<file path="src/rtl/core/assert_macros.svh">
// ----------------------------------------------------------------------------
// Assertion macros
// Shared concurrent assertion wrappers, clocked on clk_i, off in reset.
// ----------------------------------------------------------------------------
`ifndef ASSERT_MACROS_SVH
`define ASSERT_MACROS_SVH

// property holds at every clock edge outside reset
`define RBT_ASSERT(name, prop, msg) \
  name: assert property (@(posedge clk_i) disable iff (!rst_ni) (prop)) \
    else $error(msg);

// antecedent implies consequent in the same cycle
`define RBT_ASSERT_IMP(name, ante, cons, msg) \
  name: assert property (@(posedge clk_i) disable iff (!rst_ni) (ante) |-> (cons)) \
    else $error(msg);

// antecedent implies consequent in the next cycle
`define RBT_ASSERT_NXT(name, ante, cons, msg) \
  name: assert property (@(posedge clk_i) disable iff (!rst_ni) (ante) |=> (cons)) \
    else $error(msg);

`endif

</file>
<file path="src/rtl/core/rbt_pkg.sv">
// ----------------------------------------------------------------------------
// rbt_pkg
// Types and constants of the rated timer binding table.
// ----------------------------------------------------------------------------
package rbt_pkg;

  localparam int ACTION_W    = 3;
  localparam int CHIP_W      = 4;
  localparam int RATING_W    = 10;
  localparam int MASK_W      = 8;
  localparam int MASK_IDX_W  = $clog2(MASK_W);
  localparam int CPU_W       = 8;
  localparam int POS_W       = 5;
  localparam int STATUS_W    = 2;
  localparam int COUNT_W     = 5;
  localparam int NUM_HANDLES = 2 ** CHIP_W;

  localparam int MAX_DEVICES_DEF = 16;
  localparam int CPU_COUNT_DEF   = 8;

  typedef enum logic [ACTION_W-1:0] {
    ACT_REGISTER   = 3'd0,
    ACT_UNREGISTER = 3'd1,
    ACT_BIND       = 3'd2,
    ACT_UNBIND     = 3'd3,
    ACT_GET        = 3'd4
  } action_e;

  typedef enum logic [STATUS_W-1:0] {
    STATUS_OK      = 2'd0,
    STATUS_FAIL    = 2'd1,
    STATUS_NOT_REG = 2'd2
  } status_e;

  typedef struct packed {
    logic [ACTION_W-1:0] action;
    logic [CHIP_W-1:0]   chip_id;
    logic [RATING_W-1:0] rating;
    logic [MASK_W-1:0]   cpu_mask;
    logic [CPU_W-1:0]    cpu;
    logic [POS_W-1:0]    list_position;
  } item_t;

  typedef struct packed {
    logic [STATUS_W-1:0] status;
    logic [CHIP_W-1:0]   chosen_chip;
    logic [COUNT_W-1:0]  device_count;
  } result_t;

  typedef struct packed {
    logic [RATING_W-1:0] rating;
    logic [MASK_W-1:0]   cpus;
  } dev_attr_t;

  typedef struct packed {
    logic              we;
    logic [CHIP_W-1:0] waddr;
    dev_attr_t         wdata;
    logic [CHIP_W-1:0] raddr;
  } dev_req_t;

endpackage

</file>
<file path="src/rtl/core/rbt_dev_mem.sv">
// ----------------------------------------------------------------------------
// rbt_dev_mem
// Per-handle device attribute RAM (rating, CPU mask), registered read.
// ----------------------------------------------------------------------------
module rbt_dev_mem (
  input  logic               clk_i,
  input  rbt_pkg::dev_req_t  req_i,
  output rbt_pkg::dev_attr_t rdata_o
);
  import rbt_pkg::*;

  dev_attr_t mem [NUM_HANDLES];
  dev_attr_t rdata_q;

  always_ff @(posedge clk_i) begin
    if (req_i.we) begin
      mem[req_i.waddr] <= req_i.wdata;
    end
    rdata_q <= mem[req_i.raddr];
  end

  assign rdata_o = rdata_q;

endmodule

</file>
<file path="src/rtl/core/rbt_order_mem.sv">
// ----------------------------------------------------------------------------
// rbt_order_mem
// Registration order list RAM, one write and one registered read port.
// ----------------------------------------------------------------------------
module rbt_order_mem #(
  parameter int  MAX_DEVICES = rbt_pkg::MAX_DEVICES_DEF,
  localparam int IdxW        = $clog2(MAX_DEVICES)
) (
  input  logic                      clk_i,
  input  logic                      we_i,
  input  logic [IdxW-1:0]           waddr_i,
  input  logic [rbt_pkg::CHIP_W-1:0] wdata_i,
  input  logic [IdxW-1:0]           raddr_i,
  output logic [rbt_pkg::CHIP_W-1:0] rdata_o
);
  import rbt_pkg::*;

  logic [CHIP_W-1:0] mem [MAX_DEVICES];
  logic [CHIP_W-1:0] rdata_q;

  always_ff @(posedge clk_i) begin
    if (we_i) begin
      mem[waddr_i] <= wdata_i;
    end
    rdata_q <= mem[raddr_i];
  end

  assign rdata_o = rdata_q;

endmodule

</file>
<file path="src/rtl/core/rbt_ctrl.sv">
// ----------------------------------------------------------------------------
// rbt_ctrl
// Sequencer: flags, list length, order scan, unregister compaction, bind search.
// ----------------------------------------------------------------------------
module rbt_ctrl #(
  parameter int  MAX_DEVICES = rbt_pkg::MAX_DEVICES_DEF,
  parameter int  CPU_COUNT   = rbt_pkg::CPU_COUNT_DEF,
  localparam int IdxW        = $clog2(MAX_DEVICES)
) (
  input  logic                       clk_i,
  input  logic                       rst_ni,
  input  logic                       start,
  output logic                       busy,
  input  rbt_pkg::item_t             item_i,
  output logic                       result_valid_o,
  output rbt_pkg::result_t           result_o,
  output logic                       ord_we_o,
  output logic [IdxW-1:0]            ord_waddr_o,
  output logic [rbt_pkg::CHIP_W-1:0] ord_wdata_o,
  output logic [IdxW-1:0]            ord_raddr_o,
  input  logic [rbt_pkg::CHIP_W-1:0] ord_rdata_i,
  output rbt_pkg::dev_req_t          dev_req_o,
  input  rbt_pkg::dev_attr_t         dev_rdata_i
);
  import rbt_pkg::*;

  typedef enum logic [3:0] {
    ST_IDLE  = 4'b0001,
    ST_UNREG = 4'b0010,
    ST_BIND  = 4'b0100,
    ST_GET   = 4'b1000
  } state_e;

  state_e                  state_q, state_d;
  item_t                   item_q, item_d;
  logic [COUNT_W-1:0]      len_q, len_d;
  logic [NUM_HANDLES-1:0]  present_q, present_d;
  logic [NUM_HANDLES-1:0]  bound_q, bound_d;
  logic [COUNT_W-1:0]      rd_cnt_q, rd_cnt_d;
  logic                    p1_vld_q, p1_vld_d;
  logic [COUNT_W-1:0]      p1_pos_q, p1_pos_d;
  logic                    p2_vld_q, p2_vld_d;
  logic [CHIP_W-1:0]       p2_chip_q, p2_chip_d;
  logic                    p2_last_q, p2_last_d;
  logic                    found_q, found_d;
  logic                    got_q, got_d;
  logic [RATING_W-1:0]     best_q, best_d;
  logic [CHIP_W-1:0]       chosen_q, chosen_d;
  logic                    result_valid_q;
  result_t                 result_q;

  logic                    accept;
  logic                    fin;
  status_e                 fin_status;
  logic [CHIP_W-1:0]       fin_chip;
  logic [COUNT_W-1:0]      last_pos;

  assign accept   = start && (state_q == ST_IDLE);
  assign busy     = (state_q != ST_IDLE);
  assign last_pos = len_q - COUNT_W'(1);

  always_comb begin
    state_d    = state_q;
    item_d     = item_q;
    len_d      = len_q;
    present_d  = present_q;
    bound_d    = bound_q;
    rd_cnt_d   = rd_cnt_q;
    p1_vld_d   = 1'b0;
    p1_pos_d   = p1_pos_q;
    p2_vld_d   = 1'b0;
    p2_chip_d  = p2_chip_q;
    p2_last_d  = 1'b0;
    found_d    = found_q;
    got_d      = got_q;
    best_d     = best_q;
    chosen_d   = chosen_q;
    fin        = 1'b0;
    fin_status = STATUS_FAIL;
    fin_chip   = '0;

    ord_we_o    = 1'b0;
    ord_waddr_o = IdxW'(len_q);
    ord_wdata_o = item_i.chip_id;
    ord_raddr_o = IdxW'(rd_cnt_q);

    dev_req_o.we           = 1'b0;
    dev_req_o.waddr        = item_i.chip_id;
    dev_req_o.wdata.rating = item_i.rating;
    dev_req_o.wdata.cpus   = item_i.cpu_mask;
    dev_req_o.raddr        = ord_rdata_i;

    if (state_q inside {ST_UNREG, ST_BIND}) begin
      if (rd_cnt_q < len_q) begin
        p1_vld_d = 1'b1;
        p1_pos_d = rd_cnt_q;
        rd_cnt_d = rd_cnt_q + COUNT_W'(1);
      end
    end

    case (state_q)
      ST_IDLE: begin
        ord_raddr_o = IdxW'(item_i.list_position);
        if (accept) begin
          item_d   = item_i;
          rd_cnt_d = '0;
          found_d  = 1'b0;
          got_d    = 1'b0;
          best_d   = '0;
          chosen_d = '0;
          case (action_e'(item_i.action))
            ACT_REGISTER: begin
              fin = 1'b1;
              if (!present_q[item_i.chip_id] && (32'(len_q) < MAX_DEVICES)) begin
                ord_we_o                   = 1'b1;
                dev_req_o.we               = 1'b1;
                present_d[item_i.chip_id] = 1'b1;
                bound_d[item_i.chip_id]   = 1'b0;
                len_d                      = len_q + COUNT_W'(1);
                fin_status                 = STATUS_OK;
              end
            end
            ACT_UNREGISTER: begin
              if (len_q == '0) begin
                fin = 1'b1;
              end else if (!present_q[item_i.chip_id]) begin
                fin        = 1'b1;
                fin_status = STATUS_NOT_REG;
              end else begin
                state_d = ST_UNREG;
              end
            end
            ACT_BIND: begin
              if ((32'(item_i.cpu) < CPU_COUNT) && (item_i.cpu < CPU_W'(MASK_W)) &&
                  (len_q != '0)) begin
                state_d = ST_BIND;
              end else begin
                fin = 1'b1;
              end
            end
            ACT_UNBIND: begin
              bound_d[item_i.chip_id] = 1'b0;
              fin                     = 1'b1;
              fin_status              = STATUS_OK;
            end
            ACT_GET: begin
              if (item_i.list_position < len_q) begin
                state_d = ST_GET;
              end else begin
                fin = 1'b1;
              end
            end
            default: begin
              fin = 1'b1;
            end
          endcase
        end
      end
      ST_UNREG: begin
        if (p1_vld_q) begin
          // shift later entries down over the removed one
          ord_waddr_o = IdxW'(p1_pos_q - COUNT_W'(1));
          ord_wdata_o = ord_rdata_i;
          ord_we_o    = found_q;
          if (ord_rdata_i == item_q.chip_id) begin
            found_d = 1'b1;
          end
          if (p1_pos_q == last_pos) begin
            len_d                     = last_pos;
            present_d[item_q.chip_id] = 1'b0;
            fin                       = 1'b1;
            fin_status                = STATUS_OK;
          end
        end
      end
      ST_BIND: begin
        if (p1_vld_q) begin
          p2_vld_d  = 1'b1;
          p2_chip_d = ord_rdata_i;
          p2_last_d = (p1_pos_q == last_pos);
        end
        if (p2_vld_q) begin
          if ((dev_rdata_i.rating > best_q) && !bound_q[p2_chip_q] &&
              dev_rdata_i.cpus[item_q.cpu[MASK_IDX_W-1:0]]) begin
            best_d   = dev_rdata_i.rating;
            chosen_d = p2_chip_q;
            got_d    = 1'b1;
          end
          if (p2_last_q) begin
            fin = 1'b1;
            if (got_d) begin
              bound_d[chosen_d] = 1'b1;
              fin_status        = STATUS_OK;
              fin_chip          = chosen_d;
            end
          end
        end
      end
      ST_GET: begin
        fin        = 1'b1;
        fin_status = STATUS_OK;
        fin_chip   = ord_rdata_i;
      end
      default: begin
        state_d = ST_IDLE;
      end
    endcase

    if (fin) begin
      state_d = ST_IDLE;
    end
  end

  always_ff @(posedge clk_i or negedge rst_ni) begin
    if (!rst_ni) begin
      state_q        <= ST_IDLE;
      len_q          <= '0;
      present_q      <= '0;
      bound_q        <= '0;
      rd_cnt_q       <= '0;
      p1_vld_q       <= 1'b0;
      p2_vld_q       <= 1'b0;
      p2_last_q      <= 1'b0;
      found_q        <= 1'b0;
      got_q          <= 1'b0;
      result_valid_q <= 1'b0;
    end else begin
      state_q        <= state_d;
      len_q          <= len_d;
      present_q      <= present_d;
      bound_q        <= bound_d;
      rd_cnt_q       <= rd_cnt_d;
      p1_vld_q       <= p1_vld_d;
      p2_vld_q       <= p2_vld_d;
      p2_last_q      <= p2_last_d;
      found_q        <= found_d;
      got_q          <= got_d;
      result_valid_q <= fin;
    end
  end

  always_ff @(posedge clk_i) begin
    item_q    <= item_d;
    p1_pos_q  <= p1_pos_d;
    p2_chip_q <= p2_chip_d;
    best_q    <= best_d;
    chosen_q  <= chosen_d;
    if (fin) begin
      result_q.status       <= fin_status;
      result_q.chosen_chip  <= fin_chip;
      result_q.device_count <= len_d;
    end
  end

  assign result_valid_o = result_valid_q;
  assign result_o       = result_q;

endmodule

</file>
<file path="src/rtl/core/rated_timer_binding_table.sv">
// ----------------------------------------------------------------------------
// rated_timer_binding_table
// Ordered registry of timer devices with rating-based CPU binding.
//
//   channel  | handshake             | payload
//   ---------+-----------------------+-------------------
//   command  | start high, busy low  | item_i   (item_t)
//   result   | result_valid_o pulse  | result_o (result_t)
//
// Register, unbind and rejected transactions: result in the cycle after accept.
// Get: the read issued at accept is used in the GET state, result registered.
// Unregister and bind scan the order list serially through its RAM read port,
// bind with a second RAM read for the device attributes behind it. Reset
// empties the list at once; no clearing pass. busy is high while a transaction
// is in work; results cannot be held off by the receiver.
// ----------------------------------------------------------------------------
`include "assert_macros.svh"

module rated_timer_binding_table #(
  parameter int MAX_DEVICES = rbt_pkg::MAX_DEVICES_DEF,
  parameter int CPU_COUNT   = rbt_pkg::CPU_COUNT_DEF
) (
  input  logic             clk_i,
  input  logic             rst_ni,
  input  logic             start,
  output logic             busy,
  input  rbt_pkg::item_t   item_i,
  output logic             result_valid_o,
  output rbt_pkg::result_t result_o
);
  import rbt_pkg::*;

  localparam int IdxW = $clog2(MAX_DEVICES);

  logic              ord_we;
  logic [IdxW-1:0]   ord_waddr;
  logic [CHIP_W-1:0] ord_wdata;
  logic [IdxW-1:0]   ord_raddr;
  logic [CHIP_W-1:0] ord_rdata;
  dev_req_t          dev_req;
  dev_attr_t         dev_rdata;

  rbt_order_mem #(
    .MAX_DEVICES(MAX_DEVICES)
  ) u_order_mem (
    .clk_i  (clk_i),
    .we_i   (ord_we),
    .waddr_i(ord_waddr),
    .wdata_i(ord_wdata),
    .raddr_i(ord_raddr),
    .rdata_o(ord_rdata)
  );

  rbt_dev_mem u_dev_mem (
    .clk_i  (clk_i),
    .req_i  (dev_req),
    .rdata_o(dev_rdata)
  );

  rbt_ctrl #(
    .MAX_DEVICES(MAX_DEVICES),
    .CPU_COUNT  (CPU_COUNT)
  ) u_ctrl (
    .clk_i         (clk_i),
    .rst_ni        (rst_ni),
    .start         (start),
    .busy          (busy),
    .item_i        (item_i),
    .result_valid_o(result_valid_o),
    .result_o      (result_o),
    .ord_we_o      (ord_we),
    .ord_waddr_o   (ord_waddr),
    .ord_wdata_o   (ord_wdata),
    .ord_raddr_o   (ord_raddr),
    .ord_rdata_i   (ord_rdata),
    .dev_req_o     (dev_req),
    .dev_rdata_i   (dev_rdata)
  );

  `RBT_ASSERT(a_no_result_while_busy, !(result_valid_o && busy), "result while busy")
  `RBT_ASSERT_NXT(a_accept_progress, start && !busy, result_valid_o || busy, "transaction lost")
  `RBT_ASSERT_IMP(a_not_reg_no_chip, result_valid_o && (result_o.status == STATUS_NOT_REG), result_o.chosen_chip == '0, "chip on not-registered")

endmodule
</file>
<file path="config.mk">
export PLATFORM = sky130hd
export DESIGN_NAME = rated_timer_binding_table
export DESIGN_NICKNAME = d
export VERILOG_FILES = /design/src/rtl/core/rbt_pkg.sv /design/src/rtl/core/rbt_dev_mem.sv /design/src/rtl/core/rbt_order_mem.sv /design/src/rtl/core/rbt_ctrl.sv /design/src/rtl/core/rated_timer_binding_table.sv
export VERILOG_INCLUDE_DIRS = /design/src /design/src/rtl/core
export SDC_FILE = /design/constraint.sdc
export NUM_CORES = 1
export LEC_CHECK = 0
export BUFFER_PORTS_ARGS = -buffer_cell sky130_fd_sc_hd__buf_4
export CAP_MARGIN = 5
export CELL_PAD_IN_SITES_DETAIL_PLACEMENT = 1
export CELL_PAD_IN_SITES_GLOBAL_PLACEMENT = 1
export CORE_UTILIZATION = 40
export CTS_CLUSTER_SIZE = 8
export DETAILED_ROUTE_END_ITERATION = 16
export MAX_ROUTING_LAYER = met4
export PLACE_DENSITY = 0.73
export RECOVER_POWER = 100
export SYNTH_ARGS = -nofsm -noshare
export SYNTH_HDL_FRONTEND = slang
export SYNTH_SLANG_ARGS = --single-unit
export TNS_END_PERCENT = 10
</file>
<file path="constraint.sdc">
create_clock -name clk_i -period 3.7 [get_ports clk_i]
set_clock_uncertainty 0.1 [all_clocks]
set_input_delay 0.185 -clock clk_i [delete_from_list [all_inputs] [get_ports clk_i]]
set_output_delay 0.185 -clock clk_i [all_outputs]
set_load 0.005 [all_outputs]
</file>
### Yosys cells after proc, flatten, opt, wreduce, memory -nomap -nowiden

Memories as Yosys holds them, arrays and structs flattened. A register that Yosys moved wholly into a read port is not among the register bits.
Index checks and enable logic that the tools add are counted.
Widths: inputs -> output; s select.

* reductions and logical operators: 27
* multiply operators: 0
* eq/ne operators: 30
* order comparisons: 14
* bitwise logic cells: 6
* divide/modulo/power cells: 0
* add/sub/neg operators: 4
* shifts and indexed selects: 0
* mux-type cells: 109

Operators by type and width (count)
* $mux 16: 10
* $pmux 16 s2: 3
* $mux 4: 19
* $mux 5: 9
* $mux 1: 40
* $and 16x16->16: 2
* $not 16->16: 2
* $or 16x16->16: 2
* $mux 10: 3
* $pmux 4 s2: 3
* $lt 4x5->1 const B: 4
* $pmux 10 s2: 1
* $lt 8x4->1 const B: 2
* $ne 4x3->1 const B: 4
* $reduce_and 7->1: 2
* $demux 1 s4: 3
* $ge 4x1->1 const B: 3
* $mux 2: 6
* $ne 2x2->1 const B: 6
* $pmux 4 s3: 1
* $add 5x1->5 const B: 2
* $gt 10x10->1: 1
* $lt 5x5->1: 2
* $ne 2x1->1 const B: 5
* other kinds (36): 55

* RAM bits: 352
* register bits after elaboration: 93
* memories kept: 2
* ROM bits: 0
* latch bits: 0
* logic and storage cells: 212
* bits of input ports: 41

Memory list
* u_dev_mem.mem: words 16, width 18, read ports 1, clocked after Yosys merged registers in 1, write ports 1, line rbt_dev_mem.sv:12 `dev_attr_t mem [NUM_HANDLES];`
* u_order_mem.mem: words 16, width 4, read ports 1, clocked after Yosys merged registers in 1, write ports 1, line rbt_order_mem.sv:18 `logic [CHIP_W-1:0] mem [MAX_DEVICES];`

### Logic depth before layout (Yosys ltp)

Gate-level depths: netlist (run 1).

* depth in word-level cells: 17
* mapped depth: 11
* gate-level depth less buffers: 9

### Modules after synthesis

A second synthesis (run 1) with hierarchy kept.

* cell total of the unflattened synthesis: 1118
* area total of the unflattened synthesis: 19334.8 sq um

Modules (own cells, without submodules)
* rbt_dev_mem: times used 1, sequential area each 9008.6 sq um, area an instance 11323.4 sq um, cells each 482
* rbt_ctrl: times used 1, sequential area each 2533.7 sq um, area an instance 5345.1 sq um, cells each 506
* rbt_order_mem: times used 1, sequential area each 2001.9 sq um, area an instance 2666.3 sq um, cells each 130

### Worst setup path after synthesis (run 1)

OpenSTA, ideal clock, no wires.

* path kind: register to register
* start point: reg u_ctrl.state_q[1]
* end point: mem u_dev_mem.mem[8][0] in the netlist's numbering (enable)
* buffers on the path: 2
* cell stages (with the launch flop): 9
* slack: 0.626 ns
* arrival: 2.580 ns
* data required time: 3.206 ns
* library setup time: 0.394 ns
* path through: dfrtp_1 -> buf_2 -> nor4b_4 -> inv_2 -> nor3b_2 -> and4_1 -> buf_4 -> nand2_1 -> nor2_1

* cells in the longest elaborated chain, start to end: 6

RTL lines
* from (decl): line rbt_ctrl.sv:34 `state_e state_q, state_d;`
* from (signal assigned): line rbt_ctrl.sv:228 `state_q <= state_d;`
* $eq 4x1->1 (*): line rbt_ctrl.sv:58, rbt_ctrl.sv:101
* $logic_and 1x1->1: line rbt_ctrl.sv:58 `assign accept = start && (state_q == ST_IDLE);`
* $mux 1: line rbt_ctrl.sv:104 `if (accept) begin`
* $mux 1 (*): line rbt_ctrl.sv:101 `case (state_q)`
* $mux 1 (*): line rbt_dev_mem.sv:16 `if (req_i.we) begin`
* $mux 1 (implied by the code) (*): line rbt_dev_mem.sv:17 `mem[req_i.waddr] <= req_i.wdata;`
* to (decl): line rbt_dev_mem.sv:12

Mark *: on every way between the ends. The rest lies on a longest branch, timed or not.

### Worst setup path in the final report (run 1)

* start point: reg u_ctrl.state_q[1]
* end point: mem u_dev_mem.mem[8][5] in the netlist's numbering (enable)

Same word-level chain as after synthesis.

==> summary.txt, run 1 <==
Synthesis
  • Post-synth EDFFs: 393
  • Gate Count Post-Synth: 1031
  • Share of the synthesized area in the top cell type: 62.00%
  • Asr flop ratio synth: 11.13%
  • Unique masters post-synth: just under 70
  • Net Count, Synth: 1094
  • Yosys warns: 0
  • Synthesized cell area: ~19000 um2
  • Largest cells by area after synthesis: edfxtp_1, mux4_2, dfrtp_1
  • Synth area leader: edfxtp_1
  • Sequential cell area fraction in the yosys report: 71.16%
  • Synth Register Bits: between 400 and 500
  • Synth Flop Type: edfxtp_1
  • Avg Synthesized Cell Area: 18.46 um2

Critical path
  • Worst r2r path cells: 7
  • CP startpoint kind: flip-flop
  • Slowest stage delay, CP: ~0.75 ns
  • Critical path fanouts, max: 11
  • Crit Path Class: reg -> reg
  • Crit path arrival time: 3.48 ns
  • Crit-path cells: nor4b_4 > inv_1 > nor3b_2 > and4_1 > nand2_1 > nor2_1 > clkbuf_1
  • CP Launch Point: u_ctrl.state_q[1]$_DFFE_PN0P_
  • Worst path top cell family by delay: simple AND/OR/NAND/NOR gates
  • R2r startpoint: u_ctrl.state_q[1]$_DFFE_PN0P_
  • CP Capture Type: flip-flop
  • CP required: 3.78 ns
  • Crit path max-delay cell type: clkbuf_1
  • Crit. path cell count: 7
  • CP bufs+invs: 2

Global route
  • GRT Total Usage: between 20% and 30%
  • Vias in the first global route: 11060
  • Remaining Overflow, GRT: 0
  • First-pass GRT wire length: 69680 um
  • Largest net degree at the start of global routing: 53
  • Initial antenna violation count: 1

Timing
  • Hold slack: 0.03752 ns
  • Peak Freq: 294.5 MHz
  • Final hold viol count: 0
  • TNS Setup: 0 ns
  • Tmin final: 3.396 ns
  • Final setup viols: 0
  • Final period util: 91.77%
  • Max-slew headroom: -104.4%
  • RSZ-0062 raised after global routing: false
  • Slew Viols, Final: 110
  • Worst-Margin Slew: 3.066 ns

Clock tree
  • Clk sink count: around 470
  • CTS tree: yes
  • Clk_lat worst skew: 0.57 ns
  • CTS Buf Count: 68
  • Number of setup buffers added after CTS: 0
  • H-tree depth: 3
  • Clock-pin slew on the worst setup and hold paths: 0.05 ns
  • Cell chosen for the clock root: clkbuf_16
  • CTS Buffer Depth: 3

Floorplanning
  • Die W: about 220 um
  • Die area: 48460 um2
  • Die Ht: ~220 um
  • Core area: 46750 um2
  • Starting Density: around two fifths
  • Ports: 54
  • Rows: 79

Drt
  • First-pass detailed-route iteration total: 11
  • DRC errors left: 4
  • Vias: slightly above 10000
  • DRT Wirelength: 46370 um
  • Vias per inst: about 5.6
  • Remaining antenna violation count: 0
  • DRT iter0 DRCs: approximately 860
  • Wire length per cell: 25.20 um

Power
  • Comb power frac: 9.1%
  • Part of the power in registers: 46.6%
  • Net load switching power: 3.004 mW
  • Internal power of the cells: 10.10 mW
  • Leakage power: 7.608 nW
  • Power Density: roughly 580 nW/um2
  • Switching Share: 22.91%
  • Clock share of power: 44.4%
  • Worst IR drop on VDD: 0.0002945 V

Layout
  • Final cell count without fillers: 1840
  • Layout area overhead: 17.93%
  • Nets: 1243
  • Layout cells sized above 1: 20.70%
  • Commonest non-fill, non-tap cells in the layout: edfxtp_1, mux4_2, clkbuf_1, clkbuf_16, nor2_1
  • Fin util: 48.01%
  • Commonest non-fill, non-tap cell in the layout: edfxtp_1
  • Fillers: 4361

Placement
  • DP Wirelength: 27990 um
  • Placer Congestion: 0.8123
  • Port Buffers: 53
  • Placed Cells: 1685

Outcome
  • Status: finished, violations left
  • Failing checks: design-rule violations, max-capacitance violations, max-slew violations

Min path
  • HP Class: in -> reg
  • WHS Path Cells: 3
  • Hold_sp: item_i[3]

Flow run
  • Max-capacitance violation count: 3
through the flow:
stage	total power, mW	worst slack, ns	instance area, um2
6_report	13.11	0.3044	22450
5_1_grt	13.54	0.1103	22450
4_1_cts	13.25	0.3871	22660
3_5_place_dp	7.367	0.4545	20330
3_3_place_gp	7.309	0.6669	20330
2_1_floorplan	6.933	0.6255	19030
worst paths after layout:
kind,endpoint,slack [ns]
worst max-delay path,u_dev_mem.mem[8][5]$_DFFE_PP_,0.30
worst min-delay path,u_order_mem.rdata_o[3]$_DFF_P_,0.04
worst max register to register,u_dev_mem.mem[8][5]$_DFFE_PP_,0.30
worst min register to register,u_ctrl.present_q[14]$_DFFE_PN0P_,0.40
max in group asynchronous,u_ctrl.bound_q[6]$_DFFE_PN0P_,0.68
min in group asynchronous,u_ctrl.result_valid_o$_DFF_PN0_,1.07
kinds of logic after synthesis:
family          Yosys count  share of synthesized area, %
xor+xnor                 19                        0.8743
flops                   467                         71.16
simple gates            191                         5.377
fa+ha+maj                22                         1.446
compound gates          127                         4.463
mux                     137                         15.02
buf+inv                  68                         1.663
final cells by class:
class	count	area, um2	area share, %
flip-flops and latches	467	13540	60.34
repair buffers	123	885.9	3.946
diodes	1	2.502	0.01115
clock buffers	117	1928	8.590
well taps	607	759.5	3.384
multi-input cells	496	5152	22.95
clock inverters	5	83.83	0.3735
inverters	24	90.09	0.4013
layer usage:
metal / vias to the layer above / share of wire (%) / global-route usage (%) / routed length (um)
met2: 274 / 52 / 33.38 / 23970
met5: - / 0 / - / 0
met3: 68 / 5.0 / 3.945 / 2300
li1: 4478 / - / - / -
met1: 5435 / 42 / 25.74 / 19320
met4: 0 / 1.7 / 5.701 / 768
tightest hold or removal path: stages:
cell and delay (ns):
buf_4 0.10, mux2i_1 0.20, a21oi_1 0.18
sequential cells by signal, summed over array words and instances (netlist names), 4 cells and up:
register / flops
u_ctrl.p1_pos_q: 5
u_order_mem.rdata_o: 4
u_ctrl.bound_q: 16
u_ctrl.present_q: 16
u_ctrl.state_q: 4
u_dev_mem.mem: 288
u_ctrl.p2_chip_q: 4
u_ctrl.best_q: 10
u_order_mem.mem: 64
u_dev_mem.rdata_o: 18
u_ctrl.chosen_q: 4
u_ctrl.len_q: 5
u_ctrl.rd_cnt_q: 5
u_ctrl.result_o: 11
u_ctrl.item_q: 7
repair_timing:
item	4_1_cts	5_1_grt
endpoints found under the setup margin	0	0
gates resized for setup	0	0
hold buffers	32	0
endpoints found under the hold margin	353	0
power by group through the flow:
stage,Combinational [mW],Clock [mW],Sequential (mW)
floorplan,0.898,0,6.04
global placement,1.13,0,6.18
detailed placement,1.17,0,6.20
CTS,1.22,5.93,6.11
global route,1.30,6.12,6.12
finish,1.19,5.82,6.10
synth_stat cells, types with 7 or more instances:
cell,number
nor2b_1,11
mux2i_1,13
buf_1,10
inv_1,22
dfrtp_1,51
nand3_1,9
a21oi_1,24
nand2b_1,14
dfxtp_1,22
ha_1,22
nor2_1,53
clkbuf_1,19
a211oi_1,8
nor3_1,12
a2bb2oi_1,8
nand2_1,36
o21ai_0,29
edfxtp_1,393
xnor2_1,10
o31ai_1,18
a22oi_1,7
buf_2,7
nor3b_1,10
mux4_2,112
xor2_1,9
and2_1,16
Note: power is estimated with default switching activity, not from simulation.
==> run 2: changes to the inputs <==
--- a/config.mk
+++ b/config.mk
@@ -18,5 +18,6 @@
 export RECOVER_POWER = 100
 export SYNTH_ARGS = -nofsm -noshare
 export SYNTH_HDL_FRONTEND = slang
+export SYNTH_HIERARCHICAL = 1
 export SYNTH_SLANG_ARGS = --single-unit
 export TNS_END_PERCENT = 10
==> summary.txt, run 2 <==
Outcome
  • Status: finished, violations left
  • Failing checks: max-capacitance violations, max-slew violations

Clock tree
  • Clock-pin slew on the worst setup and hold paths: 0.05 ns
  • Clk_lat worst skew: 0.60 ns
  • CTS Buf Count: 68
  • Clk sink count: 467
  • Number of setup buffers added after CTS: 0
  • CTS Buffer Depth: 3
  • H-tree depth: 3
  • Cell chosen for the clock root: clkbuf_16
  • CTS tree: yes

Global route
  • Remaining Overflow, GRT: 0
  • First-pass GRT wire length: roughly 70000 um
  • Vias in the first global route: 11620
  • Initial antenna violation count: 0
  • Largest net degree at the start of global routing: 53
  • GRT Total Usage: 20.02%

Placement
  • Port Buffers: 53
  • DP Wirelength: 29880 um
  • Placer Congestion: 0.8876
  • Pre-CTS WS: 0.2730 ns

Layout
  • ANT cells: 0
  • Commonest non-fill, non-tap cells in the layout: edfxtp_1, clkbuf_1, clkbuf_16, nand2_1, o21ai_0
  • Reg area: 13550 um2
  • Nets: 1313
  • Reg with most FFs: u_dev_mem/mem
  • Fin util: 47.40%
  • Area of the multi-input gates: between 5000 and 6000 um2
  • Layout cells sized above 1: 17.59%
  • Layout area overhead: 17.04%
  • Commonest non-fill, non-tap cell in the layout: edfxtp_1
  • Max FFs per register: 288
  • Fillers: 4505

Synthesis
  • Synth area leader: edfxtp_1
  • Synth Flop Type: edfxtp_1
  • Post-synth EDFFs: 393
  • Largest cells by area after synthesis: edfxtp_1, mux4_2, dfrtp_1
  • Most instantiated cells after synthesis: edfxtp_1, nand2_1, o21ai_0
  • Avg Synthesized Cell Area: 17.29 um2
  • Synthesized cell area: slightly below 20000 um2
  • Share of the synthesized area in the top cell type: approximately three fifths
  • Yosys warns: 6
  • Asr flop ratio synth: roughly 11%
  • Gate Count Post-Synth: 1118
  • Most common cell in the synthesized netlist: edfxtp_1
  • Net Count, Synth: 1181
  • Sequential cell area fraction in the yosys report: 70.05%
  • Unique masters post-synth: 64
  • Synth Register Bits: 467

Critical path
  • Worst R2R End: u_dev_mem/mem[1][1]$_DFFE_PP_
  • CP required: 3.82 ns
  • R2r startpoint: u_ctrl/present_q[1]$_DFFE_PN0P_
  • Worst r2r path cells: 8
  • CP Capture Type: flip-flop
  • Critical path fanouts, max: 18
  • CP startpoint kind: flip-flop
  • R2R setup slack: 0.17 ns
  • Crit Path Class: reg -> reg
  • Crit path arrival time: 3.65 ns
  • CP Launch Point: u_ctrl/present_q[1]$_DFFE_PN0P_

Timing
  • Slew Viols, Final: 87
  • Peak Freq: 283.2 MHz
  • Final setup viols: 0
  • RSZ-0062 raised after global routing: false
  • Post-route setup slack: 0.1694 ns
  • Final hold viol count: 0
  • Worst-Margin Slew: 3.108 ns
  • Max-slew headroom: -107.2%
  • Final period util: 95.42%
  • Tmin final: 3.531 ns

Min path
  • WHS Path Cells: 4
  • HP Class: in -> reg
  • Hold_sp: item_i[3]
  • Worst Hold End: u_order_mem/rdata_o[2]$_DFF_P_

Drt
  • DRC errors left: 0
  • Wire length per cell: 24.40 um
  • Remaining antenna violation count: 0
  • Vias: 10890
  • DRT Wirelength: 46630 um
  • First-pass detailed-route iteration total: 5
  • Vias per inst: 5.696
  • DRT iter0 DRCs: just over 800

Floorplanning
  • Starting Density: 40.50%
  • Core area: 47750 um2
  • Die area: 49220 um2
  • Die Ht: 221.9 um
  • Ports: 54
  • Rows: 80
  • Die W: 221.9 um

Power
  • Worst IR drop on VDD: about 0.00047 V
  • Pwr Total: 13.37 mW
  • Power Density: around 600 nW/um2
  • Leakage power: 7.784 nW

Flow run
  • Max-capacitance violation count: 2
## run 2: metrics by stage
step	setup TNS [ns]	cells	hold WS [ns]	instance area (um2)
floorplan	-28.30	1118	-0.2106	19340
global placement	0	1764	0.1775	20520
detailed placement	0	1764	0.1985	20520
CTS	0	1911	0.0002889	22860
global route	0	1911	0.04883	22630
finish	0	1911	0.02563	22630
## run 2: per-layer routing
layer	track usage, %	wire length, um	vias to the layer above
met5	-	0	-
met4	6.250	1096	0
met3	3.790	2582	87
met2	33.09	23650	341
met1	25.00	19290	5738
li1	-	-	4720
## run 2: area by class of cell
type	instances	share of cell area, %
clock buffer	110	8.404
clock inverter	6	0.5695
inverter	26	0.4313
multi-input combinational	550	23.12
sequential	467	59.87
tap	615	3.400
timing repair buffer	137	4.202
## run 2: worst max-delay path, stage by stage, from the launching register on
cell and delay [ns]:
dfrtp_1 0.37, mux4_1 0.51, mux2_2 0.31, mux2i_1 0.19, and3_1 0.25, and2_0 0.23, or3b_2 0.57, nor2_2 0.16
buf_2 0.46
## run 2: worst max path at each step
stage / to / slack (ns) / depth (start not counted)
floorplan: u_dev_mem/mem[12][0]$_DFFE_PP_ / -0.39 / 8
global placement: u_order_mem/mem[0][0]$_DFFE_PP_ / 0.38 / 9
detailed placement: u_order_mem/mem[0][2]$_DFFE_PP_ / 0.27 / 9
CTS: u_order_mem/mem[0][1]$_DFFE_PP_ / 0.30 / 8
global route: u_ctrl/result_o[9]$_DFFE_PP_ / 0.04 / 9
finish: u_dev_mem/mem[1][1]$_DFFE_PP_ / 0.17 / 8
## run 2: timing repair
| action | 4_1_cts | 5_1_grt |
|---|---|---|
| gates resized for setup | 0 | 0 |
| hold endpoints to repair | 351 | 0 |
| hold buffers | 31 | 0 |
## run 2: power breakdown
part           internal, mW  total, mW  switching, mW
clock                  3.60       5.84           2.25
sequential             5.92       6.08          0.162
combinational         0.662       1.45          0.783
total                  10.2       13.4           3.19
## run 2: cell families after synthesis
| kind of cell | count (synthesis) | share of synthesized area (%) |
|---|---|---|
| xor+xnor | 20 | 1.048 |
| flops | 467 | 70.05 |
| compound gates | 163 | 5.540 |
| mux | 114 | 13.03 |
| simple gates | 231 | 5.915 |
| buf+inv | 101 | 2.990 |
| fa+ha+maj | 22 | 1.424 |
